## src/rtl/core/csd_pkg.sv

```systemverilog
package csd_pkg;

   // store geometry and element width
   localparam int MAX_ELEMENTS = 16;
   localparam int VALUE_BITS   = 16;
   localparam int IDX_BITS     = $clog2(MAX_ELEMENTS);
   localparam int CNT_BITS     = $clog2(MAX_ELEMENTS + 1);

   // sequencer states
   typedef enum logic [3:0] {
      ST_LOAD,
      ST_DN_INIT,
      ST_DN_CARRY,
      ST_DN_STEP,
      ST_DN_FLUSH,
      ST_UP_INIT,
      ST_UP_CARRY,
      ST_UP_STEP,
      ST_UP_FLUSH,
      ST_EMIT_RD,
      ST_EMIT_LD
   } state_type;

endpackage

```

## src/rtl/core/cocktail_sort_descending.sv

```systemverilog
// Collects a set of unsigned words, one per accepted req_ word, until a word with req_last
// set; up to 16 words are kept and later ones are dropped, though their last flag still
// closes the set. The set is then sorted largest first by cocktail shaker passes and sent
// out on rsp_, one word per element, with rsp_final_res on the final one. While loading,
// req_stall is low and each valid word is taken. The sort runs through a single-port-read,
// single-port-write element memory with one read-modify-write per cycle: a set of n words
// (n of two or more) takes n*(n-1)/2 compare steps at one per cycle, plus an init, a carry
// and a flush state on each of the n-1 passes; a single word skips the sort.
// Each result is read from memory, then loaded into the output register once that is free.
// req_stall is high from the last word of a set until its final result has been loaded
// into the output register.
module cocktail_sort_descending
   import csd_pkg::*;
(
   input  logic                  clock,
   input  logic                  reset,
   input  logic                  req_valid,
   output logic                  req_stall,
   input  logic [VALUE_BITS-1:0] req_value,
   input  logic                  req_last,
   output logic                  rsp_valid,
   input  logic                  rsp_stall,
   output logic [VALUE_BITS-1:0] rsp_sorted_value,
   output logic                  rsp_final_res
);

   localparam logic [CNT_BITS-1:0] CNT_ONE = CNT_BITS'(1);
   localparam logic [CNT_BITS-1:0] CNT_MAX = CNT_BITS'(MAX_ELEMENTS);

   // element memory
   logic [VALUE_BITS-1:0] mem [MAX_ELEMENTS];
   logic [VALUE_BITS-1:0] rdata_ff;
   logic                  rd_en;
   logic [IDX_BITS-1:0]   rd_addr;
   logic                  wr_en;
   logic [IDX_BITS-1:0]   wr_addr;
   logic [VALUE_BITS-1:0] wr_data;

   // control and datapath registers
   state_type             state_ff, state_in;
   logic [CNT_BITS-1:0]   count_ff, count_in;
   logic [CNT_BITS-1:0]   left_ff, left_in;
   logic [CNT_BITS-1:0]   right_ff, right_in;
   logic [CNT_BITS-1:0]   pass_ff, pass_in;
   logic [IDX_BITS-1:0]   emit_idx_ff, emit_idx_in;
   logic [VALUE_BITS-1:0] carry_ff, carry_in;
   logic                  rsp_valid_ff, rsp_valid_in;
   logic [VALUE_BITS-1:0] rsp_value_ff, rsp_value_in;
   logic                  rsp_final_ff, rsp_final_in;

   // helper arithmetic
   logic                  req_accept;
   logic [CNT_BITS-1:0]   count_next;
   logic [CNT_BITS-1:0]   count_m1;
   logic [CNT_BITS-1:0]   pass_m1, pass_m2, pass_p1;
   logic [CNT_BITS-1:0]   left_m1, left_p1, right_m1;
   logic                  emit_final;

   assign req_accept = req_valid && !req_stall;
   assign count_next = (count_ff < CNT_MAX) ? count_ff + CNT_ONE : count_ff;
   assign count_m1   = count_ff - CNT_ONE;
   assign pass_m1    = pass_ff - CNT_ONE;
   assign pass_m2    = pass_ff - CNT_BITS'(2);
   assign pass_p1    = pass_ff + CNT_ONE;
   assign left_m1    = left_ff - CNT_ONE;
   assign left_p1    = left_ff + CNT_ONE;
   assign right_m1   = right_ff - CNT_ONE;
   assign emit_final = ({1'b0, emit_idx_ff} == count_m1);

   // next state
   always_comb begin
      state_in = state_ff;
      unique case (state_ff)
         ST_LOAD: begin
            if (req_accept && req_last) begin
               state_in = (count_next < CNT_BITS'(2)) ? ST_EMIT_RD : ST_DN_INIT;
            end
         end
         ST_DN_INIT:  state_in = ST_DN_CARRY;
         ST_DN_CARRY: state_in = ST_DN_STEP;
         ST_DN_STEP: begin
            if (pass_ff == left_ff) begin
               state_in = ST_DN_FLUSH;
            end
         end
         ST_DN_FLUSH: state_in = (left_p1 > right_ff) ? ST_EMIT_RD : ST_UP_INIT;
         ST_UP_INIT:  state_in = ST_UP_CARRY;
         ST_UP_CARRY: state_in = ST_UP_STEP;
         ST_UP_STEP: begin
            if (pass_ff == right_ff) begin
               state_in = ST_UP_FLUSH;
            end
         end
         ST_UP_FLUSH: state_in = (left_ff <= right_m1) ? ST_DN_INIT : ST_EMIT_RD;
         ST_EMIT_RD: begin
            if (!rsp_valid_ff || !rsp_stall) begin
               state_in = ST_EMIT_LD;
            end
         end
         ST_EMIT_LD:  state_in = emit_final ? ST_LOAD : ST_EMIT_RD;
         default:     state_in = ST_LOAD;
      endcase
   end

   // memory controls and datapath next values
   always_comb begin
      req_stall    = 1'b1;
      rd_en        = 1'b0;
      rd_addr      = '0;
      wr_en        = 1'b0;
      wr_addr      = '0;
      wr_data      = '0;
      count_in     = count_ff;
      left_in      = left_ff;
      right_in     = right_ff;
      pass_in      = pass_ff;
      emit_idx_in  = emit_idx_ff;
      carry_in     = carry_ff;
      rsp_valid_in = rsp_valid_ff && rsp_stall;
      rsp_value_in = rsp_value_ff;
      rsp_final_in = rsp_final_ff;
      unique case (state_ff)
         // store arriving words in order, drop them once full
         ST_LOAD: begin
            req_stall = 1'b0;
            if (req_accept) begin
               if (count_ff < CNT_MAX) begin
                  wr_en   = 1'b1;
                  wr_addr = count_ff[IDX_BITS-1:0];
                  wr_data = req_value;
               end
               count_in = count_next;
               if (req_last) begin
                  left_in     = CNT_ONE;
                  right_in    = count_next - CNT_ONE;
                  emit_idx_in = '0;
               end
            end
         end
         // downward pass: carry the larger word toward the left bound
         ST_DN_INIT: begin
            rd_en   = 1'b1;
            rd_addr = right_ff[IDX_BITS-1:0];
            pass_in = right_ff;
         end
         ST_DN_CARRY: begin
            carry_in = rdata_ff;
            rd_en    = 1'b1;
            rd_addr  = pass_m1[IDX_BITS-1:0];
         end
         ST_DN_STEP: begin
            wr_en   = 1'b1;
            wr_addr = pass_ff[IDX_BITS-1:0];
            if (rdata_ff < carry_ff) begin
               wr_data = rdata_ff;
            end else begin
               wr_data  = carry_ff;
               carry_in = rdata_ff;
            end
            if (pass_ff != left_ff) begin
               pass_in = pass_m1;
               rd_en   = 1'b1;
               rd_addr = pass_m2[IDX_BITS-1:0];
            end
         end
         ST_DN_FLUSH: begin
            wr_en   = 1'b1;
            wr_addr = left_m1[IDX_BITS-1:0];
            wr_data = carry_ff;
            left_in = left_p1;
         end
         // upward pass: carry the smaller word toward the right bound
         ST_UP_INIT: begin
            rd_en   = 1'b1;
            rd_addr = left_m1[IDX_BITS-1:0];
            pass_in = left_ff;
         end
         ST_UP_CARRY: begin
            carry_in = rdata_ff;
            rd_en    = 1'b1;
            rd_addr  = pass_ff[IDX_BITS-1:0];
         end
         ST_UP_STEP: begin
            wr_en   = 1'b1;
            wr_addr = pass_m1[IDX_BITS-1:0];
            if (carry_ff < rdata_ff) begin
               wr_data = rdata_ff;
            end else begin
               wr_data  = carry_ff;
               carry_in = rdata_ff;
            end
            if (pass_ff != right_ff) begin
               pass_in = pass_p1;
               rd_en   = 1'b1;
               rd_addr = pass_p1[IDX_BITS-1:0];
            end
         end
         ST_UP_FLUSH: begin
            wr_en    = 1'b1;
            wr_addr  = right_ff[IDX_BITS-1:0];
            wr_data  = carry_ff;
            right_in = right_m1;
         end
         // fetch the next sorted word once the output register is free
         ST_EMIT_RD: begin
            if (!rsp_valid_ff || !rsp_stall) begin
               rd_en   = 1'b1;
               rd_addr = emit_idx_ff;
            end
         end
         ST_EMIT_LD: begin
            rsp_valid_in = 1'b1;
            rsp_value_in = rdata_ff;
            rsp_final_in = emit_final;
            if (emit_final) begin
               count_in = '0;
               left_in  = CNT_ONE;
               right_in = '0;
               pass_in  = '0;
            end else begin
               emit_idx_in = emit_idx_ff + IDX_BITS'(1);
            end
         end
         default: begin
         end
      endcase
   end

   // memory write port and registered read port
   always_ff @(posedge clock) begin
      if (wr_en) begin
         mem[wr_addr] <= wr_data;
      end
      if (rd_en) begin
         rdata_ff <= mem[rd_addr];
      end
   end

   // control registers
   always_ff @(posedge clock) begin
      if (reset) begin
         state_ff     <= ST_LOAD;
         count_ff     <= '0;
         left_ff      <= CNT_ONE;
         right_ff     <= '0;
         pass_ff      <= '0;
         emit_idx_ff  <= '0;
         rsp_valid_ff <= 1'b0;
      end else begin
         state_ff     <= state_in;
         count_ff     <= count_in;
         left_ff      <= left_in;
         right_ff     <= right_in;
         pass_ff      <= pass_in;
         emit_idx_ff  <= emit_idx_in;
         rsp_valid_ff <= rsp_valid_in;
      end
   end

   // payload registers
   always_ff @(posedge clock) begin
      carry_ff     <= carry_in;
      rsp_value_ff <= rsp_value_in;
      rsp_final_ff <= rsp_final_in;
   end

   assign rsp_valid        = rsp_valid_ff;
   assign rsp_sorted_value = rsp_value_ff;
   assign rsp_final_res    = rsp_final_ff;

   // a read never targets the entry being written in the same cycle
   assert property (@(posedge clock) disable iff (reset)
      (rd_en && wr_en) |-> (rd_addr != wr_addr))
      else $error("memory read and write collide on one entry");

   // compare steps stay inside the current pass bounds
   assert property (@(posedge clock) disable iff (reset)
      (state_ff == ST_DN_STEP || state_ff == ST_UP_STEP) |->
         (pass_ff >= left_ff && pass_ff <= right_ff && left_ff != '0))
      else $error("compare step outside pass bounds");

   // element count never passes the store depth
   assert property (@(posedge clock) disable iff (reset)
      count_ff <= CNT_MAX)
      else $error("element count beyond store depth");

   // a result is loaded only into an empty output register
   assert property (@(posedge clock) disable iff (reset)
      (state_ff == ST_EMIT_LD) |-> !rsp_valid_ff)
      else $error("output register overwritten");

endmodule

```

## config.mk

```make
export PLATFORM = sky130hd
export DESIGN_NAME = cocktail_sort_descending
export DESIGN_NICKNAME = d
export VERILOG_FILES = /design/src/rtl/core/csd_pkg.sv /design/src/rtl/core/cocktail_sort_descending.sv
export SDC_FILE = /design/constraint.sdc
export NUM_CORES = 1
export LEC_CHECK = 0
export BUFFER_PORTS_ARGS = -buffer_cell sky130_fd_sc_hd__buf_2
export CORE_MARGIN = 10
export CORE_UTILIZATION = 31
export DETAILED_ROUTE_END_ITERATION = 6
export GPL_TIMING_DRIVEN = 1
export PLACE_DENSITY = 0.49
export SYNTH_ARGS = -nofsm -noshare
export SYNTH_HDL_FRONTEND = slang
export SYNTH_SLANG_ARGS = --single-unit
```

## constraint.sdc

```tcl
create_clock -name clock -period 3.49 [get_ports clock]
set_input_delay 0.1745 -clock clock [delete_from_list [all_inputs] [get_ports clock]]
set_output_delay 0.1745 -clock clock [all_outputs]
set_load 0.01 [all_outputs]
```

==> results.toml, run 1 <==
[global_route]
grt_remaining_overflow = 0
grt_pass1_vias = 9893
grt_first_pass_wirelength_um = 66730
track_usage_pct = 14.96
antenna_found_initial = 1
grt_max_degree = 65

[timing]
setup_tns_ns = 0
fin_crit_sh_pct = 93.54
finalHoldViolations = 0
max_freq_ghz = 0.3063
skew_ns = 0.02450
layout_setup_ws_ns = 0.2256
relSlewSlack_pct = 39.14
setup_viol = 0
period_minus_slack_ns = 3.264
worstMarginPinSlew_ns = 0.9074
hold_ws_ns = 0.07159
maxSlewViolCount = 0
rsz0062_at_grt = "no"

[placement]
gp_congestion = 0.8717
place_area_sq_um = 17220
dp_hpwl_um = 29000
placed_cells = 1916
post-place-ws_ns = 0.2735
portBuffers = 39

[worst_setup_path]
worst_setup_path_end_kind = "flop"
crit_type = "flop to flop"
worst-r2r-cell-count = 9
rr_startpoint = "state_ff[1]$_SDFFE_PP0P_"
required_ns = 3.70
start_kind = "flop"
crit_arrival_ns = 3.48
cp-startpoint = "state_ff[1]$_SDFFE_PP0P_"
crit_fanout = 19
reg2reg_to = "mem[0][10]$_DFFE_PP_"
rrSetupSlack_ns = 0.23

[yosys]
yosys.cell_types.count = 67
ys.flop_type = "edfxtp_1"
syn_area_per_cell_sq_um = 12.96
synth_fp_nets = 1240
syn_inst = 1180
synthMuxAreaShare_pct = 5.433
synth_area_leaders = "edfxtp_1 60%, mux2i_1 5.4%, dfxtp_1 3.8%, nand2_1 3.3%, ha_1 3.2%"
synthAdderAreaFrac_pct = 3.191
synth_top_family_by_area = "compound AO/OA/AOI/OAI gates"
synth_compound_area_share_pct = 11.24
synth_largest_area_cell = "edfxtp_1"
synth-edff-count = 305
synth_simple_gate_area_share_pct = 10.78
synth-seq-cells = 334
synth_xor_area_share_pct = 2.291
synth_top_area_share_pct = 59.90
synth_area_sq_um = 15290
async_flop_share_pct = 0
synth_seq_area_share_pct = 63.69
yosys_warnings = 0

[clocking]
numCtsBuffers = 37
cts-root-buf = "clkbuf_16"
insertion_delay_ns = 0.54
cts_max_level = 2
cts_max_path_buffers = 3
clkTransAtPathRegs_ns = 0.06
cts.sinks = 334
cts_tree = "yes"

[route]
initialDrtViolationCount = 960
drcViolationCount = 0
viasPerCell = 5.220
dr.pass1.iters = 5
num_vias = 10330
ant_nets = 0
wl_per_cell_um = 22.64
drt_wl_total_um = 44810

[power_and_ir_drop]
clockPowerShare_pct = 24.6
vdd_ir_drop_max_mv = 0.3167
intPower_mw = 9.558
pwr_density_cell_nw_per_um2 = 811.5
p_comb_share_pct = 37.6
switching_power_mw = 5.323
switching_share_pct = 35.77
power_frac_seq_pct = 37.8
p_leak_nw = 6.829

[layout]
area_growth_pct = 19.93
layout_common_cells = "305 x edfxtp_1, 135 x nand2_1, 83 x mux2i_1, 69 x buf_4, 66 x nand3_1"
final_cells = 1979
insertedDiodeCount = 0
fin_area_sq_um = 18340
final_common_cell = "edfxtp_1"
multi_input_area_sq_um = 5127
drive_gt1_share_pct = 17.64
regArea_sq_um = 9739
nets = 1351
filler_cell_count = 4699

[die]
coreArea_sq_um = 48850
die_w_um = 242.1
die_h_um = 242.1
initial_core_util_pct = 31.30
io_pins = 40
rows = 81
die-area_sq_um = 58610

[worst_hold_path]
hold_path_depth = 4
min_from = "req_valid"
holdCritPathClass = "primary input to flop"
worstHoldEndpoint = "count_ff[0]$_SDFFE_PP0P_"

[status]
status = "finished clean"

[run]
drv_cap = 0
[metrics by stage]
step | util (%) | power, mW
floorplan | - | 8.948
global placement | 35.24 | 11.28
detailed placement | 35.24 | 11.26
CTS | 37.53 | 14.96
global route | 37.54 | 15.69
finish | 37.54 | 14.88
[power groups by stage]
stage | registers [mW] | logic, mW | clock network, mW
detailed placement | 5.70 | 5.56 | 0
CTS | 5.62 | 5.59 | 3.75
finish | 5.62 | 5.59 | 3.67
global placement | 5.69 | 5.59 | 0
global route | 5.67 | 6.12 | 3.90
floorplan | 5.60 | 3.35 | 0
[worst max path at each step]
stage	endpoint	slack, ns	cells past startpoint
final	mem[0][10]$_DFFE_PP_	0.23	9
after detailed placement	rdata_ff[4]$_DFFE_PP_	0.27	10
after global placement	rdata_ff[4]$_DFFE_PP_	0.20	10
after floorplan	carry_ff[0]$_DFFE_PP_	0.31	11
after global routing	mem[0][14]$_DFFE_PP_	0.07	12
after CTS	rdata_ff[8]$_DFFE_PP_	0.24	10
[layer usage]
metal / vias up / share of wire, % / wire length (um) / global-route usage, %
met4: 0 / 2.9 / 1290 / 4.864
met3: 74 / 6.0 / 2667 / 1.995
met1: 5177 / 47 / 21050 / 21.41
met2: 347 / 44 / 19810 / 22.94
met5: - / 0 / 0 / 0
li1: 4732 / - / - / -
[synth_stat cells, types with 7 or more instances]
cell type and n:
nor2b_1 10, inv_1 33, clkbuf_1 26, nand3_1 67, dfxtp_1 29, nor3_1 7
nand2_1 136, o21ai_0 17, edfxtp_1 305, a211oi_1 16, xnor2_1 25, and3_1 25
nor2_1 58, a221o_1 48, a21o_1 7, buf_2 27, buf_4 7, ha_1 39
o21a_1 7, o22ai_1 8, nand2b_1 11, a21oi_1 55, nand4_1 9, a22oi_1 9
buf_6 8, a32oi_1 19, xor2_1 15, mux2i_1 83
[flip-flops by register name (all words and copies together) (netlist names), 4 cells and up]
| signal | count |
|---|---|
| count_ff | 5 |
| left_ff | 5 |
| right_ff | 5 |
| rdata_ff | 16 |
| carry_ff | 16 |
| emit_idx_ff | 4 |
| pass_ff | 5 |
| rsp_sorted_value | 16 |
| mem | 256 |
| state_ff | 4 |
[logic make-up (layout without fill, tap and decap cells)]
kind of cell / after synthesis / count (layout)
AOI/OAI and AO/OA: 228 / 228
adders and majority gates: 39 / 39
and+or+nand+nor: 351 / 351
xor gates and xnor gates: 40 / 40
DFF: 334 / 334
buffers and inverters: 105 / 240
muxes: 83 / 83
[what timing repair did]
action,in CTS,in global routing
setup buffers,0,0
gates resized for setup,0,1
hold buffers,0,0
endpoints found under the setup margin,0,1
[worst max-delay path, cell delays in order (launching register included)]
cell and delay, ns:
dfxtp_1 0.74, buf_4 0.32, nor2_1 0.10, nand2_1 0.24, o221ai_1 0.18, a21oi_1 0.31, o21ai_0 0.19, or2_2 0.38
nor2b_2 0.15, buf_4 0.30
[layout make-up]
type / instances / share of cell area [%]
flip-flops and latches: 334 / 53.11
clock buffers: 49 / 5.410
clock inverters: 14 / 0.6754
well taps: 664 / 4.530
multi-input cells: 741 / 27.96
repair buffers: 142 / 7.600
inverters: 35 / 0.7164
Note: power is estimated with default switching activity, not from simulation.
==> inputs of run 2 (changes only) <==
Settings changed: PLACE_DENSITY 0.49 to 0.47.
Clock period 3.49 ns to 3.4 ns, I/O delays scaled along.
==> run 2 against run 1 <==
Against the previous run:
- first-iteration DRC count fell by 4.8%
- core utilization increased by 0.072 points
- setup slack got worse by 0.043 ns
- sequential share of layout area shrank 0.10 points
- die area is the same
- sequential power up 2%
- clock power grew 13%
- combinational power decreased by 0.9%
- critical path type unchanged
- largest power group unchanged
- highest routed layer is now met5
==> results.toml, run 2 (same netlist as run 1, synthesis figures left out) <==
[clocking]
cts_hold_buf = 0
cts_tree = "yes"
insertion_delay_ns = 0.57
cts_setup_buffers = 0
cts-root-buf = "clkbuf_16"
numCtsBuffers = 37
cts_max_path_buffers = 3
clkTransAtPathRegs_ns = 0.06
cts_max_level = 2
cts.sinks = 334

[worst_setup_path]
required_ns = 3.61
crit_type = "flop to flop"
crit_arrival_ns = 3.43
crit_fanout = 16
worst_setup_path_end_kind = "flop"
start_kind = "flop"

[layout]
largest_reg_flops = 256
top_register = "mem"
area_growth_pct = 20.16
utilization_pct = 37.61
drive_gt1_share_pct = 18.15
layout_common_cells = "305 x edfxtp_1, 135 x nand2_1, 83 x mux2i_1, 74 x buf_4, 66 x nand3_1"
nets = 1349
insertedDiodeCount = 0
final_common_cell = "edfxtp_1"

[placement]
portBuffers = 39
post-place-ws_ns = 0.1700
gp_congestion = 0.8530
dp_hpwl_um = 30000

[route]
initialDrtViolationCount = 914
wl_per_cell_um = 23.35
drcViolationCount = 0
drt_wl_total_um = 46260
dr.pass1.iters = 5
num_vias = 10265
viasPerCell = 5.182
ant_nets = 0

[power_and_ir_drop]
p_comb_share_pct = 35.9
switching_power_mw = 5.496
clockPowerShare_pct = 26.8
vdd_ir_drop_max_mv = 0.3182
p_leak_nw = 6.864
intPower_mw = 9.934
switching_share_pct = 35.62
power_frac_seq_pct = 37.3
pwr_density_cell_nw_per_um2 = 839.8

[timing]
hold_ws_ns = 0.07485
rsz0062_at_grt = "no"
maxSlewViolCount = 0
setup_viol = 0
max_freq_ghz = 0.3108
setup_tns_ns = 0
fin_crit_sh_pct = 94.63
relSlewSlack_pct = 46.28
skew_ns = 0.02615
period_minus_slack_ns = 3.218
finalHoldViolations = 0
worstMarginPinSlew_ns = 0.8040
layout_setup_ws_ns = 0.1825

[die]
io_pins = 40
rows = 81
die_w_um = 242.1
die-area_sq_um = 58610
initial_core_util_pct = 31.30
coreArea_sq_um = 48850
die_h_um = 242.1

[run]
drv_cap = 0

[global_route]
grt_remaining_overflow = 0
grt_first_pass_wirelength_um = 67880
grt_pass1_vias = 9999
grt_max_degree = 61
antenna_found_initial = 3
track_usage_pct = 15.37

[status]
status = "finished clean"

[worst_hold_path]
holdCritPathClass = "primary input to flop"
## run 2: changes by cell type in the layout (fill, tap and decap cells not counted), sizes merged
cell	previous run	this run
clkbuf	49	44
clkinvlp	1	0
buf	142	140
clkinv	11	17
inv	36	35
bufinv	1	6
## run 2: routing by layer
| metal | GRT usage, % | vias up | wire length [um] |
|---|---|---|---|
| met3 | 3.979 | 55 | 3456 |
| met4 | 4.420 | 2 | 844 |
| met1 | 21.09 | 5171 | 21230 |
| met5 | 0 | - | 13 |
| li1 | - | 4720 | - |
| met2 | 23.48 | 317 | 20720 |
## run 2: worst max-delay path: stages, from the launching register on
cell      delay, ns
edfxtp_1       0.39
ha_1           0.33
a21o_1         0.18
a21o_1         0.16
a21oi_1        0.16
nor2_1         0.07
a211oi_1       0.39
and2_1         0.24
o221ai_2       0.15
buf_4          0.21
a221o_1        0.56
## run 2: path summary, 6_finish.rpt
path	startpoint	to	slack, ns	depth (start not counted)
max reg2reg	carry_ff[9]$_DFFE_PP_	mem[11][15]$_DFFE_PP_	0.18	10
min	req_valid	count_ff[0]$_SDFFE_PP0P_	0.07	4
max	carry_ff[9]$_DFFE_PP_	mem[11][15]$_DFFE_PP_	0.18	10
min reg2reg	pass_ff[0]$_SDFFE_PP0P_	pass_ff[0]$_SDFFE_PP0P_	0.50	2
## run 2: repair_timing
item                                   in CTS  in global routing
endpoints found under the hold margin       0                  0
gates resized for setup                     0                  3
setup endpoints to repair                   0                 48
## run 2: area by class of cell
cell class,count,area [sq um]
tap,664,830.8
timing repair buffer,140,1291
inverter,35,131.4
clock inverter,23,304.0
sequential,334,9739
multi-input combinational,741,5125
fill,4714,30480
clock buffer,44,952.2
## run 2: power by group through the flow
stage,clock network (mW),registers (mW),logic (mW)
finish,4.14,5.75,5.54
global route,4.41,5.79,6.05
CTS,4.24,5.75,5.54
detailed placement,0,5.84,5.52
global placement,0,5.83,5.53
floorplan,0,5.75,3.44
## run 2: stage by stage
step | area (sq um) | power, mW | cells
CTS | 18370 | 15.54 | 1981
finish | 18370 | 15.43 | 1981
detailed placement | 17110 | 11.35 | 1914
global placement | 17110 | 11.37 | 1914
global route | 18370 | 16.25 | 1981
floorplan | 15310 | 9.185 | 1180
==> inputs of run 3 (changes only) <==
Settings changed: BUFFER_PORTS_ARGS -buffer_cell sky130_fd_sc_hd__buf_2 to not set, DONT_BUFFER_PORTS set to 1.
==> run 3 against run 2 <==
Against the previous run:
- sequential power is 0.7% lower
- core utilization is 0.064 points higher
- combinational power is 6.1% higher
- total power is 1.5% higher
- clock power is 2% lower
- largest power group is now combinational cells
- non-clock buffer count is 8 lower
- setup slack worse by 0.0073 ns
- wire length is 2.0% lower
- critical path type unchanged
==> results.toml, run 3 (same netlist as run 1, synthesis figures left out) <==
[global_route]
use_met2_pct = 22.93
grt_util_met3_pct = 2.116
grt_remaining_overflow = 0
grt_max_degree = 65
track_usage_pct = 15.08
met1_usage_pct = 21.63
antenna_found_initial = 3
top_usage_layer = "met2"
grt_first_pass_wirelength_um = 66810
grt_pass1_vias = 9723

[clocking]
cts_max_path_buffers = 3
numCtsBuffers = 38
clkTransAtPathRegs_ns = 0.06
cts.sinks = 334
cts_max_level = 2
insertion_delay_ns = 0.56
cts_tree = "yes"
cts-root-buf = "clkbuf_16"

[timing]
period_minus_slack_ns = 3.225
relSlewSlack_pct = 12.92
setup_viol = 0
hold_ws_ns = 0.08685
worstMarginPinSlew_ns = 1.296
maxSlewViolCount = 0
finalHoldViolations = 0
rsz0062_at_grt = "no"
setup_tns_ns = 0
skew_ns = 0.01261
fin_crit_sh_pct = 94.85
max_freq_ghz = 0.3101

[die]
io_pins = 40
die_w_um = 242.1
rows = 81
coreArea_sq_um = 48850
die-area_sq_um = 58610
initial_core_util_pct = 31.30
die_h_um = 242.1

[worst_setup_path]
crit_path_max_incr_delay_ns = 0.55
critPathBufInv = 2
critPathTopFamily = "compound AO/OA/AOI/OAI gates"
start_kind = "flop"
crit_arrival_ns = 3.49
crit_fanout = 16
worst_setup_path_end_kind = "flop"
critical_path.cell_chain = "ha_1 > a21o_1 > a21o_1 > a21oi_1 > nor2_1 > a211oi_1 > buf_4 > a21oi_1 > o221ai_2 > buf_12 > a221o_1"
required_ns = 3.67
crit_type = "flop to flop"
slowest_stage = "a221o_1"

[layout]
insertedDiodeCount = 0
drive_gt1_share_pct = 17.24
largest_reg_flops = 256
top_register = "mem"
area_growth_pct = 20.37
nets = 1342
layout_common_cells = "305 x edfxtp_1, 135 x nand2_1, 99 x buf_4, 83 x mux2i_1, 66 x nand3_1"
final_common_cell = "edfxtp_1"

[route]
initialDrtViolationCount = 930
drcViolationCount = 0
num_vias = 10104
drt_wl_total_um = 45350
dr.pass1.iters = 5
wl_per_cell_um = 22.96
ant_nets = 0
viasPerCell = 5.116

[placement]
dp_hpwl_um = 29460
gp_congestion = 0.8343
portBuffers = 0

[power_and_ir_drop]
vdd_ir_drop_max_mv = 0.3287
p_leak_nw = 6.854
pwr_density_cell_nw_per_um2 = 850.6

[status]
status = "finished clean"

[worst_hold_path]
holdCritPathClass = "primary input to flop"

[run]
drv_cap = 0
==> run 3: cell types whose count changed in the layout (fill, tap and decap cells not counted), sizes merged <==
cell         previous run  this run
clkinvlp                0         3
buf                   140       126
dlygate4sd3             0         6
inv                    35        39
clkinv                 17        18
bufinv                  6         3
clkbuf                 44        41
==> run 3: layout make-up <==
cell class / count / area (sq um)
multi-input combinational: 741 / 5130
tap: 664 / 830.8
timing repair buffer: 132 / 1344
fill: 4710 / 30440
sequential: 334 / 9739
inverter: 35 / 131.4
clock buffer: 41 / 983.4
clock inverter: 28 / 246.5
==> run 3: power breakdown <==
group / internal, mW / switching, mW / total [mW]
registers: 5.49 / 0.217 / 5.71
clock network: 2.35 / 1.73 / 4.07
logic: 2.18 / 3.70 / 5.88
==> run 3: final timing paths <==
path	cells past startpoint	slack [ns]	endpoint	start
max reg2reg	11	0.18	mem[9][14]$_DFFE_PP_	carry_ff[9]$_DFFE_PP_
min	3	0.09	state_ff[3]$_SDFFE_PP0P_	rsp_stall
max	11	0.18	mem[9][14]$_DFFE_PP_	carry_ff[9]$_DFFE_PP_
min reg2reg	2	0.50	pass_ff[0]$_SDFFE_PP0P_	pass_ff[0]$_SDFFE_PP0P_
==> run 3: per-layer routing <==
| layer | vias up | share of wire (%) |
|---|---|---|
| met4 | 2 | 2.3 |
| met5 | - | 0.029 |
| met3 | 65 | 4.8 |
| met2 | 272 | 45 |
| li1 | 4727 | - |
| met1 | 5038 | 48 |
==> run 3: tightest hold or removal path, cell delays in order <==
cell and delay [ns]:
and2_1 0.18, nand4_1 0.15, o22ai_1 0.09
==> run 3: metrics by stage <==
| step | std cells | instance area [sq um] | total power, mW | worst slack [ns] | utilization [%] |
|---|---|---|---|---|---|
| finish | 1975 | 18410 | 15.66 | 0.1751 | 37.68 |
| global route | 1975 | 18410 | 16.44 | 0.007096 | 37.68 |
| detailed placement | 1894 | 17020 | 11.57 | 0.08949 | 34.85 |
| CTS | 1970 | 18330 | 15.71 | 0.04928 | 37.53 |
| global placement | 1894 | 17020 | 11.56 | 0.1780 | 34.85 |
| floorplan | 1180 | 15310 | 9.185 | 0.2218 | - |
==> run 3: what timing repair did <==
item / 4_1_cts / 5_1_grt
gates resized for setup: 0 / 1
setup endpoints to repair: 0 / 95
hold endpoints to repair: 29 / 0
hold buffers: 7 / 0
buffers inserted: 0 / 5
